[config.mk]
export PLATFORM = sky130hd
export DESIGN_NAME = wildcard_glob_matcher_core
export DESIGN_NICKNAME = d
export VERILOG_FILES = /design/src/hw/rtl/wgm_pkg.sv /design/src/hw/rtl/wgm_cell.sv /design/src/hw/rtl/wildcard_glob_matcher_core.sv
export SDC_FILE = /design/constraint.sdc
export NUM_CORES = 1
export LEC_CHECK = 0
export BUFFER_PORTS_ARGS = -buffer_cell sky130_fd_sc_hd__buf_2
export CAP_MARGIN = 20
export CORE_AREA = 2 2 244 294
export CTS_CLUSTER_DIAMETER = 60
export DETAILED_ROUTE_END_ITERATION = 7
export DIE_AREA = 0 0 246 296
export PLACE_DENSITY = 0.68
export SLEW_MARGIN = 20
export SYNTH_ARGS = -nofsm -noshare
export SYNTH_HDL_FRONTEND = slang
export SYNTH_SLANG_ARGS = --single-unit
export TNS_END_PERCENT = 1
[constraint.sdc]
create_clock -name clk_i -period 3.1 [get_ports clk_i]
set_input_delay 0 -clock clk_i [delete_from_list [all_inputs] [get_ports clk_i]]
set_output_delay 0 -clock clk_i [all_outputs]
set_load 0.02 [all_outputs]
[src/hw/rtl/wgm_pkg.sv]
// shared types and constants of the glob matcher
// no dependencies; used by the cell, the top level and the checker
package wgm_pkg;

  localparam int MaxPatternDef = 32;

  localparam logic [7:0] StarCode     = 8'h2A;
  localparam logic [7:0] QuestionCode = 8'h3F;

  typedef enum logic {
    REQ_PATTERN = 1'b0,
    REQ_TEXT    = 1'b1
  } req_type_e;

  // kind of wavefront travelling down the cell row
  typedef enum logic {
    OP_BASE = 1'b0,
    OP_TEXT = 1'b1
  } wave_op_e;

  typedef enum logic [2:0] {
    ST_IDLE = 3'b001,
    ST_RUN  = 3'b010,
    ST_WAIT = 3'b100
  } state_e;

  // message handed from one cell to the next
  typedef struct packed {
    logic       go;
    wave_op_e   op;
    logic [7:0] ch;
    logic       last;
    logic       carry_new;  // new bit of the left neighbor
    logic       carry_old;  // old bit of the left neighbor
    logic       res;        // bit picked up at the pattern end cell
  } wave_t;

endpackage

[src/hw/rtl/wgm_cell.sv]
// one pattern position: stored byte, base bit and match bit
// depends on wgm_pkg
module wgm_cell #(
  parameter int MaxPattern = wgm_pkg::MaxPatternDef,
  parameter int Index      = 1
) (
  input  logic                               clk_i,
  input  logic                               rst_ni,
  input  logic [$clog2(MaxPattern+1)-1:0]    len_i,
  input  logic                               load_i,
  input  logic [7:0]                         load_char_i,
  input  wgm_pkg::wave_t                     wave_i,
  output wgm_pkg::wave_t                     wave_o
);
  import wgm_pkg::*;

  localparam int LenW = $clog2(MaxPattern + 1);

  logic [7:0] pat_q;
  logic       base_q;
  logic       match_q;
  wave_t      wave_q, wave_d;

  logic in_range, at_end, is_star, is_any, base_bit, text_bit, new_bit;

  always_ff @(posedge clk_i) begin
    if (load_i) begin
      pat_q <= load_char_i;
    end
  end

  always_comb begin
    in_range = (LenW'(Index) <= len_i);
    at_end   = (LenW'(Index) == len_i);
    is_star  = (pat_q == StarCode);
    is_any   = (pat_q == QuestionCode) || (pat_q == wave_i.ch);
    base_bit = wave_i.carry_new && is_star && in_range;
    if (is_star) begin
      text_bit = wave_i.carry_new | match_q;
    end else if (is_any) begin
      text_bit = wave_i.carry_old;
    end else begin
      text_bit = 1'b0;
    end
    new_bit          = (wave_i.op == OP_BASE) ? base_bit : text_bit;
    wave_d           = wave_i;
    wave_d.carry_new = new_bit;
    wave_d.carry_old = match_q;
    if (at_end) begin
      wave_d.res = new_bit;
    end
  end

  always_ff @(posedge clk_i or negedge rst_ni) begin
    if (!rst_ni) begin
      base_q  <= 1'b0;
      match_q <= 1'b0;
      wave_q  <= '0;
    end else begin
      wave_q <= wave_d;
      if (wave_i.go) begin
        if (wave_i.op == OP_BASE) begin
          base_q  <= base_bit;
          match_q <= base_bit;
        end else begin
          // end of a text puts the base row back
          match_q <= wave_i.last ? base_q : text_bit;
        end
      end
    end
  end

  assign wave_o = wave_q;

endmodule

[src/hw/rtl/wildcard_glob_matcher_core.sv]
// top level of the glob matcher: input control, cell row, result register
// depends on wgm_pkg and wgm_cell
//
// Glob matcher with '?' for any one byte and '*' for any run of bytes. Pattern
// words (tuser 0) are stored one per cell; the word with tlast closes the
// pattern and yields one result, the empty-text match, with tlast low. Each text
// word (tuser 1) yields one result: bit 0 of tdata says whether the text so far
// matches the whole pattern, tlast marks the word that closes the text, after
// which the row returns to its base state. Bit 1 of tdata reports that the
// pattern ran past MaxPattern bytes; extra bytes are dropped. Text words that
// arrive while a pattern is still open are dropped with no result. A non-last
// pattern word is stored and leaves the input ready. A closing pattern word or
// a text word launches a wavefront that walks the row of MaxPattern cells one
// cell per cycle; the block takes its next word once the wavefront leaves the
// last cell and the output register is free. A finished result waits in the
// output register while the next word is already accepted.
module wildcard_glob_matcher_core #(
  parameter int MaxPattern = wgm_pkg::MaxPatternDef
) (
  input  logic       clk_i,
  input  logic       rst_ni,
  // input stream
  input  logic       s_axis_tvalid,
  output logic       s_axis_tready,
  input  logic [7:0] s_axis_tdata,   // [7:0] char_code
  input  logic       s_axis_tlast,   // last
  input  logic       s_axis_tuser,   // [0] req_type
  // result stream
  output logic       m_axis_tvalid,
  input  logic       m_axis_tready,
  output logic [7:0] m_axis_tdata,   // [0] matched, [1] overflow, [7:2] zero
  output logic       m_axis_tlast    // text_end
);
  import wgm_pkg::*;

  localparam int LenW = $clog2(MaxPattern + 1);

  state_e           state_q, state_d;
  logic [LenW-1:0]  len_q, len_d, eff_len;
  logic             closed_q, closed_d;
  logic             ovf_q, ovf_d;
  logic             match0_q, match0_d;   // row bit zero, held here
  wave_t            inj_q, inj_d;
  logic             pend_match_q, pend_end_q;
  logic             out_valid_q, out_match_q, out_end_q, out_ovf_q;

  logic                  accept, pat_acc, txt_acc, out_free;
  logic [MaxPattern-1:0] load;
  wave_t                 wave [MaxPattern+1];

  assign s_axis_tready = (state_q == ST_IDLE);
  assign accept        = s_axis_tvalid && s_axis_tready;
  assign pat_acc       = accept && (s_axis_tuser == REQ_PATTERN);
  assign txt_acc       = accept && (s_axis_tuser == REQ_TEXT);
  assign out_free      = !out_valid_q || m_axis_tready;

  // a pattern word after a closed pattern starts over at position zero
  assign eff_len = closed_q ? '0 : len_q;

  always_comb begin
    state_d  = state_q;
    len_d    = len_q;
    closed_d = closed_q;
    ovf_d    = ovf_q;
    match0_d = match0_q;
    inj_d    = inj_q;
    inj_d.go = 1'b0;
    unique case (state_q)
      ST_IDLE: begin
        if (pat_acc) begin
          if (eff_len == LenW'(MaxPattern)) begin
            len_d = eff_len;
            ovf_d = 1'b1;
          end else begin
            len_d = eff_len + LenW'(1);
            ovf_d = closed_q ? 1'b0 : ovf_q;
          end
          closed_d = s_axis_tlast;
          if (s_axis_tlast) begin
            // build the base row: bit j set while the prefix is all stars
            inj_d.go        = 1'b1;
            inj_d.op        = OP_BASE;
            inj_d.ch        = s_axis_tdata;
            inj_d.last      = 1'b0;
            inj_d.carry_new = 1'b1;
            inj_d.carry_old = 1'b0;
            inj_d.res       = 1'b0;
            match0_d        = 1'b1;
            state_d         = ST_RUN;
          end
        end else if (txt_acc && closed_q) begin
          inj_d.go        = 1'b1;
          inj_d.op        = OP_TEXT;
          inj_d.ch        = s_axis_tdata;
          inj_d.last      = s_axis_tlast;
          inj_d.carry_new = 1'b0;       // new row bit zero is always clear
          inj_d.carry_old = match0_q;
          inj_d.res       = 1'b0;       // empty pattern never matches a text
          match0_d        = s_axis_tlast;
          state_d         = ST_RUN;
        end
      end
      ST_RUN: begin
        if (wave[MaxPattern].go) begin
          state_d = ST_WAIT;
        end
      end
      ST_WAIT: begin
        if (out_free) begin
          state_d = ST_IDLE;
        end
      end
      default: state_d = ST_IDLE;
    endcase
  end

  always_ff @(posedge clk_i or negedge rst_ni) begin
    if (!rst_ni) begin
      state_q     <= ST_IDLE;
      len_q       <= '0;
      closed_q    <= 1'b1;
      ovf_q       <= 1'b0;
      match0_q    <= 1'b1;
      inj_q       <= '0;
      out_valid_q <= 1'b0;
    end else begin
      state_q  <= state_d;
      len_q    <= len_d;
      closed_q <= closed_d;
      ovf_q    <= ovf_d;
      match0_q <= match0_d;
      inj_q    <= inj_d;
      if (state_q == ST_WAIT && out_free) begin
        out_valid_q <= 1'b1;
      end else if (m_axis_tready) begin
        out_valid_q <= 1'b0;
      end
    end
  end

  // result payload, no reset needed
  always_ff @(posedge clk_i) begin
    if (state_q == ST_RUN && wave[MaxPattern].go) begin
      pend_match_q <= wave[MaxPattern].res;
      pend_end_q   <= (wave[MaxPattern].op == OP_TEXT) && wave[MaxPattern].last;
    end
    if (state_q == ST_WAIT && out_free) begin
      out_match_q <= pend_match_q;
      out_end_q   <= pend_end_q;
      out_ovf_q   <= ovf_q;
    end
  end

  assign wave[0] = inj_q;

  // row of cells, position g+1 of the pattern in cell g
  for (genvar g = 0; g < MaxPattern; g++) begin : gen_cell
    assign load[g] = pat_acc && (eff_len == LenW'(g));
    wgm_cell #(
      .MaxPattern (MaxPattern),
      .Index      (g + 1)
    ) u_cell (
      .clk_i       (clk_i),
      .rst_ni      (rst_ni),
      .len_i       (len_q),
      .load_i      (load[g]),
      .load_char_i (s_axis_tdata),
      .wave_i      (wave[g]),
      .wave_o      (wave[g+1])
    );
  end

  assign m_axis_tvalid = out_valid_q;
  assign m_axis_tdata  = {6'b0, out_ovf_q, out_match_q};
  assign m_axis_tlast  = out_end_q;

endmodule

; After elaboration in Yosys (flattened, before gate mapping)
; Cells that the tools add are included.
[totals]
regBits = 790
word_cells = 989
in_bits = 14
[op_classes]
order_cmp = 32
n_bitwise = 65
n_addsub = 1
reduce_logical = 177
n_eq_ne = 168
muxes = 211
[ops]
columns = op, n
row1 = "8-bit by 6-bit equality test with 1-bit output, second input constant", 64
row2 = 8-bit equality test, 32
row3 = 1-bit two-way mux, 199
row4 = 1-bit logical AND, 103
row5 = "5-bit by 6-bit equality test with 1-bit output, first input constant", 16
row6 = "6-bit by 5-bit equality test with 1-bit output, second input constant", 16
row7 = "5-bit by 6-bit less-or-equal comparator with 1-bit output, first input constant", 16
row8 = 2-bit AND reduction, 33
row9 = 14-bit two-way mux, 4
row10 = "4-bit by 6-bit equality test with 1-bit output, first input constant", 8
row11 = "6-bit by 4-bit equality test with 1-bit output, second input constant", 8
row12 = "4-bit by 6-bit less-or-equal comparator with 1-bit output, first input constant", 8
row13 = 1-bit logical OR, 33
row14 = 1-bit inverter, 33
row15 = 1-bit bitwise OR, 32
row16 = "3-bit by 6-bit equality test with 1-bit output, first input constant", 4
row17 = "6-bit by 3-bit equality test with 1-bit output, second input constant", 4
row18 = "3-bit by 6-bit less-or-equal comparator with 1-bit output, first input constant", 4
row19 = 3-bit two-way mux, 5
row20 = "2-bit by 6-bit equality test with 1-bit output, first input constant", 2
row21 = "6-bit by 2-bit equality test with 1-bit output, second input constant", 2
row22 = "2-bit by 6-bit less-or-equal comparator with 1-bit output, first input constant", 2
row23 = 6-bit two-way mux, 2
row24 = 3-bit case mux with 3 select lines, 1
row25 = 19 further kinds, 23

; Longest topological paths before layout
; Gate-level depths: netlist of the first run.
[depth]
depth_word = 7
depth_mapped = 9
ltp_nobuf = 6

; Modules after synthesis
; A second synthesis of the first run with hierarchy kept.
[hier_totals]
hier_cells = 2257
area_unflattened_um2 = 31571.5
[modules_own_cells]
columns = module, instances, cells_each, area_each_um2, seq_area_each_um2
row1 = wgm_cell at gen_cell[13].u_cell ..., 2, 63, 920.9, 640.6
row2 = wildcard_glob_matcher_core, 1, 178, 1694.1, 804.5
row3 = wgm_cell at gen_cell[4].u_cell, 1, 70, 979.7, 640.6
row4 = wgm_cell at gen_cell[6].u_cell, 1, 68, 972.2, 640.6
row5 = wgm_cell at gen_cell[2].u_cell, 1, 69, 970.9, 640.6
row6 = wgm_cell at gen_cell[14].u_cell, 1, 68, 968.4, 640.6
row7 = wgm_cell at gen_cell[25].u_cell, 1, 68, 967.2, 640.6
row8 = wgm_cell at gen_cell[29].u_cell, 1, 68, 953.4, 640.6
row9 = wgm_cell at gen_cell[5].u_cell, 1, 67, 952.2, 640.6
row10 = wgm_cell at gen_cell[12].u_cell, 1, 69, 943.4, 640.6
row11 = wgm_cell at gen_cell[18].u_cell, 1, 63, 943.4, 640.6
row12 = wgm_cell at gen_cell[19].u_cell, 1, 60, 943.4, 640.6
row13 = wgm_cell at gen_cell[22].u_cell, 1, 70, 943.4, 640.6
row14 = wgm_cell at gen_cell[28].u_cell, 1, 64, 943.4, 640.6
row15 = +18 rows, n/a, n/a, n/a, n/a

; Worst setup path before layout of the first run
; OpenSTA, ideal clock, no wires.
[synth_path]
kind = register to register
start = register len_q[1]
end = register gen_cell[15].u_cell.pat_q[0], enable pin
path_buffers = 3
setup_ps = 395
stages_incl_launch_ff = 9
synth_period_minus_slack_ps = 2863
path_slack_ps = 237
arrival_time_ps = 2469
required_ps = 2705
path_cell_list = dfrtp_1 clkbuf_1 buf_1 nand2b_1 inv_1 ha_1 buf_1 nand2_1 nor4_1
[synth_between]
elab_chain_len = 3
[synth_lines]
columns = element, line_no
row1 = from (decl), wildcard_glob_matcher_core.sv:39  ; logic [LenW-1:0] len_q, len_d, eff_len;
row2 = from (signal assigned), wildcard_glob_matcher_core.sv:128  ; len_q <= len_d;
row3 = 6-bit two-way mux, wildcard_glob_matcher_core.sv:58  ; assign eff_len = closed_q ? '0 : len_q;
row4 = 6-bit by 4-bit equality test with 1-bit output, wildcard_glob_matcher_core.sv:158  ; assign load[g] = pat_acc && (eff_len == LenW'(g));
row5 = 1-bit logical AND, wildcard_glob_matcher_core.sv:158
row6 = named net gen_cell[15].u_cell.load_i, wgm_cell.sv:10  ; input logic load_i,
row7 = to (signal assigned), wgm_cell.sv:28  ; pat_q <= load_char_i;
row8 = to (decl), wgm_cell.sv:19  ; logic [7:0] pat_q;
; The timed path passes the listed nets, and every way through them passes these cells.
; A chain may end at the register's enable or synchronous reset.

; Worst setup path after layout of the first run
[layout_path]
start = register state_q[0]
end = register gen_cell[23].u_cell.pat_q[7], enable pin
[layout_between]
elab_chain_len = 4
[layout_lines]
columns = element, line_no
row1 = from (decl), wildcard_glob_matcher_core.sv:38  ; state_e state_q, state_d;
row2 = from (signal assigned), wildcard_glob_matcher_core.sv:127  ; state_q <= state_d;
row3 = 3-bit by 1-bit equality test with 1-bit output, wildcard_glob_matcher_core.sv:51  ; assign s_axis_tready = (state_q == ST_IDLE);
row4 = 1-bit logical AND, wildcard_glob_matcher_core.sv:52  ; assign accept = s_axis_tvalid && s_axis_tready;
row5 = 1-bit logical AND, wildcard_glob_matcher_core.sv:53  ; assign pat_acc = accept && (s_axis_tuser == REQ_PATTERN);
row6 = 1-bit logical AND, wildcard_glob_matcher_core.sv:158
row7 = named net gen_cell[23].u_cell.load_i, wgm_cell.sv:10
row8 = to (signal assigned), wgm_cell.sv:28
row9 = to (decl), wgm_cell.sv:19
; The timed path passes the listed nets, and every way through them passes these cells.

==> metrics.txt, run 1 <==
Slew headroom=23.8%; crit start category=flip-flop; DR iter-0 viols=1,304; Die H=296 um; FF-to-FF path depth=5; Worst setup EP type=flip-flop; # IOs=25; RSZ-0062 raised after global routing=false; Initial DRT Pass Iterations=5; Leak Pwr=13.2 nW; asr flop ratio synth=66.9%; maximum vdd drop=0.561 mV; worst setup margin=0.497 ns; gpl congestion=0.849; share of cells above drive strength 1=11.1%; n_diodes=0; pwr/cell area=883 nW/um^2; maximum clock insertion buffer count=3; synth top area cells=dfrtp_1, edfxtp_1, xor2_1; final setup vio count=0; vias=17.0k; WL final=66,400 um; Root Buffer=clkbuf_16; Total GRT Usage=18.6%; area grow syn2layout=14.3%; first-pass GRT wire length=103,000 um; synthesized area=29,200 sq um; hold-fix buffers at CTS=7; Slew Viols, Final=0; fmax=384 MHz; post-synthesis cell count=2,040; remaining antenna violation count=0; Most used DFF post-synth=dfrtp_1; Initial Util=41.5%; CTS tree=done; fin nets=2,169; Tightest Pin Transition=1.14 ns; synthesized area per cell=14.3 sq um; # clock sinks=789; Max-Cap Viols=0; Yosys top cell area share=45.0%; area leader, netlist=dfrtp_1; pre-CTS setup slack=0.498 ns; initial antenna violation count=2; worst hold path class=primary input to asynchronous set/reset pin; Final Critical Period=2.60 ns; register area share after synthesis=72.1%; critical path endpoint=gen_cell[23].u_cell.pat_q[7]; FF-to-FF setup slack=0.50 ns; Hold Vio Cnt, Final=0; Critical Path Fanout Max=8; wire per inst=21.1 um; final setup TNS=0 ns; CTS Buf Count=79; Worst EP arrival=2.87 ns; synthesized flop and latch total=789; vias in the first global route=18.0k; WP data required=3.37 ns; Critical R2R Launch=state_q[0]; FF-to-FF End=gen_cell[23].u_cell.pat_q[7]; Final HPWL DP=44,300 um; outcome=completed; clock skew=0.0239 ns; Core ar.=70,300 sq um; post-CTS setup buffer count=0; final clock period utilization by the worst path=84.0%; Skew-Pair Late Insertion Delay=0.62 ns; die area=72,800 sq um; distinct cell type count after synthesis=69; Worst-path clk slew=0.06 ns; pin count of the biggest net entering global routing=106; H-tree levels=3; Warnings, synthesis=0; DIE WIDTH=246 um; Core Rows=107; GR Overflow Total=0; EDFF count, synth=261; Vias per Instance=5.40; CP Class=flip-flop to flip-flop; CTS resizes=0; Residual DRC=0; Worst Setup SP=state_q[0]; Port-buffer cells=18
==> report_power, final <==
part / switching, mW / total [mW] / internal, mW
sequential: 2.64 / 16.2 / 13.6
combinational: 1.92 / 3.67 / 1.75
clock: 3.90 / 9.56 / 5.66
total: 8.45 / 29.5 / 21.0
==> worst min path at each step <==
stage	end
after global placement	gen_cell[11].u_cell.wave_o[4]
after CTS	inj_q[12]
after detailed placement	gen_cell[11].u_cell.wave_o[4]
after global routing	inj_q[12]
after floorplan	gen_cell[0].u_cell.base_q
final	gen_cell[11].u_cell.wave_o[4]
==> layout by cell type (no fill, tap or decap), types with 8 or more instances in the layout <==
master | synthesis | final
a21oi_1 | 21 | 21
a22o_1 | 8 | 8
a31oi_1 | 28 | 28
and2_1 | 37 | 37
and3_1 | 23 | 23
buf_2 | 6 | 17
buf_4 | 8 | 27
clkbuf_1 | 16 | 20
clkbuf_16 | 0 | 84
clkinv_2 | 0 | 18
dfrtp_1 | 525 | 525
edfxtp_1 | 261 | 261
inv_1 | 39 | 39
mux2_2 | 33 | 33
nand2_1 | 75 | 75
nand2b_1 | 22 | 22
nand3_1 | 122 | 122
nand4_1 | 61 | 61
nor2_1 | 76 | 76
nor3_1 | 62 | 62
nor4_1 | 31 | 30
nor4b_1 | 9 | 9
o21a_1 | 15 | 15
o21ai_0 | 115 | 115
o22a_1 | 15 | 15
o2bb2ai_1 | 15 | 15
o31a_1 | 8 | 8
or2_2 | 12 | 12
or3_1 | 19 | 19
or4_1 | 18 | 18
or4b_2 | 8 | 8
xnor2_1 | 91 | 91
xor2_1 | 165 | 165
==> flip-flops by register name, summed over array words and instances (netlist names) <==
signal / flops
gen_cell.u_cell.wave_o: 438
gen_cell.u_cell.pat_q: 256
gen_cell.u_cell.base_q: 32
gen_cell.u_cell.match_q: 32
inj_q: 13
len_q: 6
state_q: 3
closed_q: 1
m_axis_tlast: 1
m_axis_tvalid: 1
match0_q: 1
out_match_q: 1
out_ovf_q: 1
ovf_q: 1
pend_end_q: 1
pend_match_q: 1
==> cell usage after synthesis, drive strengths merged (4+ instances only) <==
cell / n
a2111o: 4
a21oi: 21
a22o: 8
a31oi: 28
and2: 37
and3: 23
buf: 16
clkbuf: 16
dfrtp: 525
edfxtp: 261
ha: 4
inv: 39
mux2: 34
nand2: 75
nand2b: 22
nand3: 123
nand3b: 5
nand4: 61
nand4b: 6
nor2: 76
nor2b: 7
nor3: 63
nor3b: 4
nor4: 31
nor4b: 9
nor4bb: 7
o211ai: 5
o21a: 15
o21ai: 115
o22a: 15
o22ai: 7
o2bb2ai: 15
o31a: 8
o31ai: 7
or2: 12
or3: 20
or4: 20
or4b: 10
xnor2: 91
xor2: 165
==> layout make-up <==
type,count,area (sq um)
Clock inverter,36,377
Inverter,39,146
Tap cell,926,1160
Timing Repair Buffer,57,490
Fill cell,5954,36900
Sequential cell,789,21100
Multi-Input combinational cell,1185,7870
Clock buffer,111,2270
==> metrics by stage <==
| step | power, mW | cell area (sq um) | hold WS (ns) | utilization (%) | std cells |
|---|---|---|---|---|---|
| 2_1_floorplan | 17.8 | 29200 | -0.296 | - | 2045 |
| 3_3_place_gp | 19.8 | 30600 | -0.0340 | 43.6 | 2989 |
| 3_5_place_dp | 20.0 | 30600 | -0.0302 | 43.6 | 2989 |
| 4_1_cts | 29.7 | 33400 | 0.0265 | 47.5 | 3143 |
| 5_1_grt | 30.8 | 33400 | 0.0569 | 47.5 | 3143 |
| 6_report | 29.5 | 33400 | 0.0563 | 47.5 | 3143 |
==> per-layer routing <==
metal	vias to the layer above	global-route usage, %	part of all wire, %
met4	2	8.28	3.9
li1	7636	-	-
met3	158	3.04	4.3
met5	-	0	0.020
met1	8737	22.4	40
met2	452	32.8	52
==> cells by family (layout without fill, tap and decap cells) <==
kind of cell / after synthesis / in the layout / synth area share, %
compound gates: 266 / 266 / 5.84
xor+xnor: 256 / 256 / 7.68
fa+ha+maj: 4 / 4 / 0.171
buf+inv: 71 / 243 / 1.04
flops: 789 / 789 / 72.1
mux: 35 / 35 / 1.36
other cells: 1 / 6 / 0.0128
simple gates: 618 / 618 / 11.8
==> worst max-delay path, stage by stage, from the launching register on <==
cell,delay [ns]
dfstp_2,0.57
and4bb_2,0.30
nand2b_1,0.13
or3_1,0.43
nor2_1,0.41
and2_1,0.41
Power figures use the tool's default switching activity.
==> run 2: changes to the inputs <==
--- a/config.mk
+++ b/config.mk
@@ -11,7 +11,7 @@
 export CTS_CLUSTER_DIAMETER = 60
 export DETAILED_ROUTE_END_ITERATION = 7
 export DIE_AREA = 0 0 246 296
-export PLACE_DENSITY = 0.68
+export PLACE_DENSITY = 0.71
 export SLEW_MARGIN = 20
 export SYNTH_ARGS = -nofsm -noshare
 export SYNTH_HDL_FRONTEND = slang
==> constraint.sdc (replaced) <==
create_clock -name clk_i -period 2.3 [get_ports clk_i]
set_input_delay 0 -clock clk_i [delete_from_list [all_inputs] [get_ports clk_i]]
set_output_delay 0 -clock clk_i [all_outputs]
set_load 0.02 [all_outputs]
==> run 2 against run 1 <==
Against the previous run:
- sequential cell count did not move
- largest cell class unchanged
- combinational power rose by 41%
- die area did not move
- global-route usage rose by 0.40 points
- largest power group unchanged
- critical path depth rose by 2
- sequential share of layout area fell by 0.91 points
==> metrics.txt, run 2 (synthesized netlist as in run 1, its figures left out) <==
outcome=completed (unchanged); Hold Vio Cnt, Final=0 (unchanged); Root Buffer=clkbuf_16 (unchanged); # placed instances=3,030 (was 2,989); Slew Viols, Final=0 (unchanged); Worst Setup SP=state_q[0] (unchanged); # clock sinks=789 (unchanged); die area=72,800 sq um (unchanged); WL final=67,700 um (was 66,400 um); commonest non-fill, non-tap cell in the layout=dfrtp_1 (unchanged); initial antenna violation count=1 (was 2); share of cells above drive strength 1=13.4% (was 11.1%); slowest stage cell, crit path=dfstp_2 (unchanged); pre-CTS setup slack=-0.0915 ns (was 0.498 ns); CTS Buf Count=78 (was 79); vias in the first global route=18.5k (was 18.0k); FF-to-FF setup slack=0.06 ns (was 0.50 ns); Port-buffer cells=18 (unchanged); pwr/cell area=1180 nW/um^2 (was 883 nW/um^2); critical path cell sequence=and4bb_2, nand2b_1, or3_1, buf_4, nor2_2, and2_1, buf_12 (was and4bb_2, nand2b_1, or3_1, nor2_1, and2_1); Skew-Pair Late Insertion Delay=0.64 ns (was 0.62 ns); DIE WIDTH=246 um (unchanged); Vias per Instance=5.46 (was 5.40); FF-to-FF End=gen_cell[18].u_cell.pat_q[4] (was gen_cell[23].u_cell.pat_q[7]); most frequent cells in the layout=dfrtp_1, edfxtp_1, xor2_1, nand3_1, o21ai_0 (unchanged); final clock period utilization by the worst path=97.4% (was 84.0%); Core ar.=70,300 sq um (unchanged); Die H=296 um (unchanged); Worst-path clk slew=0.06 ns (about the same); Comb power frac=13.0% (was 12.4%); Worst setup EP type=flip-flop (unchanged); worst setup margin=0.0603 ns (was 0.497 ns); Critical R2R Launch=state_q[0] (unchanged); fin nets=2,214 (was 2,169); NetSw=11.7 mW (was 8.45 mW); max reg flops=438 (unchanged); Reg power frac=54.5% (was 55.1%); post-layout util=48.2% (was 47.5%); Final HPWL DP=44,900 um (was 44,300 um); maximum vdd drop=0.731 mV (was 0.561 mV); area grow syn2layout=15.9% (was 14.3%); WHS Path Cells=2; Max-Cap Viols=0 (unchanged); clock skew=0.0287 ns (was 0.0239 ns); GR Overflow Total=0 (unchanged); # IOs=25 (unchanged); Critical Path Fanout Max=8 (unchanged); vias=17.4k (was 17.0k); remaining antenna violation count=0 (unchanged); Tightest Pin Transition=0.709 ns (was 1.14 ns); final setup vio count=0 (unchanged); Hold Path End=gen_cell[10].u_cell.pat_q[5]; RSZ-0062 raised after global routing=true (was false); Residual DRC=0 (unchanged); Filler cells=5,902 (was 5,954); Initial Util=41.5% (unchanged); post-route insts no fill=3,188 (was 3,143); switching share of total power=29.2% (was 28.7%); fmax=446 MHz (was 384 MHz); Clock power frac=32.5% (was 32.4%); worst hold path class=primary input to flip-flop (was primary input to asynchronous set/reset pin); crit start category=flip-flop (unchanged); WP data required=2.65 ns (was 3.37 ns); gpl congestion=0.845 (was 0.849); Pint=28.4 mW (was 21.0 mW); slowest cell delay on critical path=0.53 ns (was 0.57 ns); CTS tree=done (unchanged); DR iter-0 viols=1,474 (was 1,304); hold path startpoint=s_axis_tdata[5]; CP Class=flip-flop to flip-flop (unchanged); Worst EP arrival=2.59 ns (was 2.87 ns); pin count of the biggest net entering global routing=122 (was 106); FF-to-FF path depth=7 (was 5); Final Critical Period=2.24 ns (was 2.60 ns); Total GRT Usage=19.0% (was 18.6%); H-tree levels=3 (unchanged); Initial DRT Pass Iterations=5 (unchanged); first-pass GRT wire length=105,000 um (was 103,000 um); maximum clock insertion buffer count=3 (unchanged); Core Rows=107 (unchanged); Leak Pwr=13.4 nW (was 13.2 nW); Slew headroom=52.7% (was 23.8%); wire per inst=21.2 um (was 21.1 um)
[run 2: cell types whose count changed in the layout (fill, tap and decap cells not counted), sizes merged]
cell,before,now
bufinv,6,7
clkinvlp,3,6
buf,51,92
diode,0,1
dlygate4sd3,6,11
clkbuf,111,108
clkinv,24,16
inv,42,47
[run 2: worst max path at each step]
stage | end | slack, ns | cells after the start
2_1_floorplan | gen_cell[31].u_cell.pat_q[0] | -0.08 | 8
3_3_place_gp | gen_cell[16].u_cell.pat_q[7] | -0.05 | 6
3_5_place_dp | gen_cell[17].u_cell.pat_q[4] | -0.09 | 6
4_1_cts | gen_cell[4].u_cell.wave_o[0] | 0.02 | 7
5_1_grt | gen_cell[27].u_cell.pat_q[6] | -0.004 | 6
6_report | gen_cell[18].u_cell.pat_q[4] | 0.06 | 7
[run 2: worst max-delay path, delay by kind of cell, from the launching register on]
| family | cells | cell delay (ns) |
|---|---|---|
| DFF | 1 | 0.53 |
| buffers and inverters | 2 | 0.32 |
| and+or+nand+nor | 5 | 1.09 |
[run 2: metrics by stage]
step	power, mW	instance area (sq um)	setup TNS [ns]	hold slack (ns)
final	40.0	33900	0	0.0462
after global routing	41.7	33900	-0.0224	0.0282
after CTS	40.2	33800	0	0.0154
after detailed placement	27.1	31000	-3.72	-0.108
after global placement	26.9	31000	-2.22	-0.104
after floorplan	24.1	29200	-0.906	-0.296
[run 2: per-layer routing]
| metal | wire length, um | global-route usage (%) |
|---|---|---|
| met5 | 13 | 0 |
| met4 | 2500 | 8.32 |
| met3 | 3080 | 3.03 |
| met2 | 35100 | 33.5 |
| met1 | 27000 | 23.1 |
[run 2: layout make-up]
type                    count  area (sq um)  area share [%]
inverters                  39           146           0.432
multi-input cells        1185          7920            23.4
repair buffers            103           928            2.74
well taps                 926          1160            3.42
clock inverters            37           462            1.36
clock buffers             108          2190            6.46
diodes                      1          2.50         0.00739
flip-flops and latches    789         21100            62.2
[run 2: power by group through the flow]
| stage | Sequential, mW | Combinational (mW) | Clock [mW] |
|---|---|---|---|
| 5_1_grt | 22.3 | 5.70 | 13.8 |
| 3_5_place_dp | 22.0 | 5.10 | 0 |
| 2_1_floorplan | 20.5 | 3.52 | 0 |
| 3_3_place_gp | 22.0 | 4.95 | 0 |
| 4_1_cts | 21.9 | 5.18 | 13.2 |
| 6_report | 21.8 | 5.19 | 13.0 |
[run 2: timing repair]
item / 4_1_cts / 5_1_grt
hold buffers: 12 / 0
buffers inserted: 0 / 0
resized for setup: 12 / 6
setup endpoints to repair: 112 / 40
hold endpoints to repair: 670 / 0
==> run 3: changes to the inputs <==
--- a/config.mk
+++ b/config.mk
@@ -5,13 +5,14 @@
 export SDC_FILE = /design/constraint.sdc
 export NUM_CORES = 1
 export LEC_CHECK = 0
+export ABC_AREA = 1
 export BUFFER_PORTS_ARGS = -buffer_cell sky130_fd_sc_hd__buf_2
 export CAP_MARGIN = 20
-export CORE_AREA = 2 2 244 294
+export CORE_AREA = 2 2 251 302
 export CTS_CLUSTER_DIAMETER = 60
 export DETAILED_ROUTE_END_ITERATION = 7
-export DIE_AREA = 0 0 246 296
-export PLACE_DENSITY = 0.71
+export DIE_AREA = 0 0 253 304
+export PLACE_DENSITY = 0.7
 export SLEW_MARGIN = 20
 export SYNTH_ARGS = -nofsm -noshare
 export SYNTH_HDL_FRONTEND = slang
==> run 3 against run 2 <==
Against the previous run:
- total power decreased by 2.1%
- first-iteration DRC count is 16% lower
- design area grew 4.4%
- largest cell class unchanged
==> metrics.txt, run 3 <==
WL final=64,100 um (was 67,700 um); remaining antenna violation count=0 (unchanged); post-route insts no fill=3,972 (was 3,188); worst setup margin=0.124 ns (was 0.0603 ns); most frequent cell after synthesis=nand2_1 (was dfrtp_1); fin nets=2,971 (was 2,214); Filler cells=6,511 (was 5,902); post-CTS setup buffer count=0 (unchanged); synthesized area=30,800 sq um (was 29,200 sq um); pin count of the biggest net entering global routing=85 (was 122); Comb power frac=13.1% (was 13.0%); Initial Util=41.4% (was 41.5%); final setup vio count=0 (unchanged); Reg power frac=53.4% (was 54.5%); synthesized flop and latch total=789 (unchanged); outcome=completed (unchanged); # clock sinks=789 (unchanged); clock skew=0.0252 ns (was 0.0287 ns); # placed instances=3,808 (was 3,030); FF-to-FF setup slack=0.12 ns (was 0.06 ns); RSZ-0062 raised after global routing=true (unchanged); total chip power=39.2 mW (was 40.0 mW); wire per inst=16.1 um (was 21.2 um); gpl congestion=0.891 (was 0.845); Residual DRC=0 (unchanged); pre-CTS setup slack=0.103 ns (was -0.0915 ns); initial antenna violation count=0 (was 1); Reg area=21,100 sq um (unchanged); Core ar.=74,300 sq um (was 70,300 sq um); Die H=304 um (was 296 um); GR Overflow Total=0 (unchanged); Critical Path Fanout Max=10 (was 8); Worst EP arrival=2.50 ns (was 2.59 ns); Hold Vio Cnt, Final=0 (unchanged); H-tree levels=3 (unchanged); area leader, netlist=dfrtp_1 (unchanged); Core Rows=110 (was 107); Most used DFF post-synth=dfrtp_1 (unchanged); Final HPWL DP=44,700 um (was 44,900 um); first-pass GRT wire length=103,000 um (was 105,000 um); most frequent cells in the layout=nand2_1, dfrtp_1, inv_1, nor2_1, edfxtp_1 (was dfrtp_1, edfxtp_1, xor2_1, nand3_1, o21ai_0); Pint=28.1 mW (was 28.4 mW); maximum vdd drop=0.639 mV (was 0.731 mV); area grow syn2layout=14.9% (was 15.9%); Clock power frac=33.4% (was 32.5%); final hold slack=0.0909 ns (was 0.0462 ns); Worst-path clk slew=0.06 ns (about the same); # IOs=25 (unchanged); CP Class=flip-flop to flip-flop (unchanged); post-synthesis cell count=2,797 (was 2,040); Worst setup EP type=flip-flop (unchanged); NetSw=11.1 mW (was 11.7 mW); Skew-Pair Late Insertion Delay=0.62 ns (was 0.64 ns); vias=19.1k (was 17.4k); Yosys top cell area share=42.7% (was 45.0%); Tightest Pin Transition=0.603 ns (was 0.709 ns); Multi-input gate area=8250 sq um (was 7920 sq um); maximum clock insertion buffer count=3 (unchanged); vias in the first global route=19.5k (was 18.5k); n_diodes=0 (was 1); crit start category=flip-flop (unchanged); CTS Buf Count=79 (was 78); top cell types by occurrence after synthesis=nand2_1, dfrtp_1, inv_1 (was dfrtp_1, edfxtp_1, xor2_1); Root Buffer=clkbuf_16 (unchanged); share of cells above drive strength 1=9.30% (was 13.4%); Final Critical Period=2.18 ns (was 2.24 ns); synthesized area per cell=11.0 sq um (was 14.3 sq um); Port-buffer cells=18 (unchanged); WP data required=2.62 ns (was 2.65 ns); synth top area cells=dfrtp_1, edfxtp_1, nand2_1 (was dfrtp_1, edfxtp_1, xor2_1); commonest non-fill, non-tap cell in the layout=nand2_1 (was dfrtp_1); Slew Viols, Final=0 (unchanged); register area share after synthesis=68.4% (was 72.1%); final clock period utilization by the worst path=94.6% (was 97.4%); Total GRT Usage=17.2% (was 19.0%); Warnings, synthesis=0 (unchanged); DIE WIDTH=253 um (was 246 um); Max-Cap Viols=0 (unchanged); asr flop ratio synth=66.9% (unchanged); distinct cell type count after synthesis=49 (was 69); pwr/cell area=1110 nW/um^2 (was 1180 nW/um^2); Vias per Instance=4.81 (was 5.46); worst hold path class=primary input to asynchronous set/reset pin (was primary input to flip-flop); max reg flops=438 (unchanged); Slew headroom=59.4% (was 52.7%); die area=76,900 sq um (was 72,800 sq um); switching share of total power=28.2% (was 29.2%); Initial DRT Pass Iterations=6 (was 5); DR iter-0 viols=1,236 (was 1,474); EDFF count, synth=261 (unchanged); fmax=459 MHz (was 446 MHz); CTS tree=done (unchanged); Leak Pwr=15.6 nW (was 13.4 nW)
==> run 3: final cells by class <==
class	instances	share of cell area [%]
well taps	952	3.37
multi-input cells	1641	23.3
repair buffers	90	2.31
clock buffers	108	6.66
clock inverters	40	1.00
inverters	352	3.75
flip-flops and latches	789	59.6
==> run 3: metal layers <==
| metal | GRT usage [%] | vias to the layer above | wire length, um |
|---|---|---|---|
| met5 | 0 | - | 0 |
| met4 | 6.70 | 0 | 1980 |
| met3 | 2.44 | 116 | 2530 |
| met2 | 30.9 | 391 | 33400 |
| met1 | 20.7 | 9340 | 26200 |
| li1 | - | 9263 | - |
==> run 3: path summary, 6_finish.rpt <==
kind,startpoint,endpoint,cells past startpoint
worst max-delay path,closed_q,gen_cell[12].u_cell.pat_q[7],6
worst min-delay path,rst_ni,gen_cell[10].u_cell.wave_o[9],3
worst max register to register,closed_q,gen_cell[12].u_cell.pat_q[7],6
worst min register to register,gen_cell[15].u_cell.wave_o[13],gen_cell[16].u_cell.wave_o[13],0
max in group asynchronous,rst_ni,gen_cell[1].u_cell.wave_o[5],3
min in group clk_i,m_axis_tready,m_axis_tvalid,5
==> run 3: cell families (layout without fill, tap and decap cells) <==
kind of cell	Yosys count	count (layout)	synth area share [%]
xor+xnor	216	216	6.15
buf+inv	372	590	4.87
compound gates	222	222	4.19
other cells	1	6	0.0122
flops	789	789	68.4
simple gates	1193	1193	16.2
fa+ha+maj	4	4	0.163
==> run 3: per-stage QoR <==
stage	TNS (ns)	utilization, %	area (sq um)
global placement	0	43.7	32500
finish	0	47.6	35400
global route	-0.00717	47.6	35400
floorplan	-2.17	-	30800
detailed placement	0	43.7	32500
CTS	0	47.5	35300
==> run 3: what timing repair did <==
item                                    CTS  global route
endpoints found under the setup margin    0            23
hold endpoints to repair                696             0
gates resized for setup                   0             3
hold buffers                             16             0
==> run 3: power by group through the flow <==
| stage | combinational, mW | sequential, mW | clock, mW |
|---|---|---|---|
| global placement | 4.94 | 21.2 | 0 |
| finish | 5.15 | 20.9 | 13.1 |
| CTS | 5.18 | 21.0 | 13.3 |
| detailed placement | 5.08 | 21.2 | 0 |
| global route | 5.89 | 21.4 | 13.9 |
| floorplan | 4.04 | 20.0 | 0 |
==> run 3: critical path, stage by stage, from the launching register on <==
cell	delay [ns]
dfstp_2	0.66
nor2_1	0.14
inv_1	0.11
ha_1	0.23
nand2_1	0.16
nor2_1	0.33
buf_4	0.24
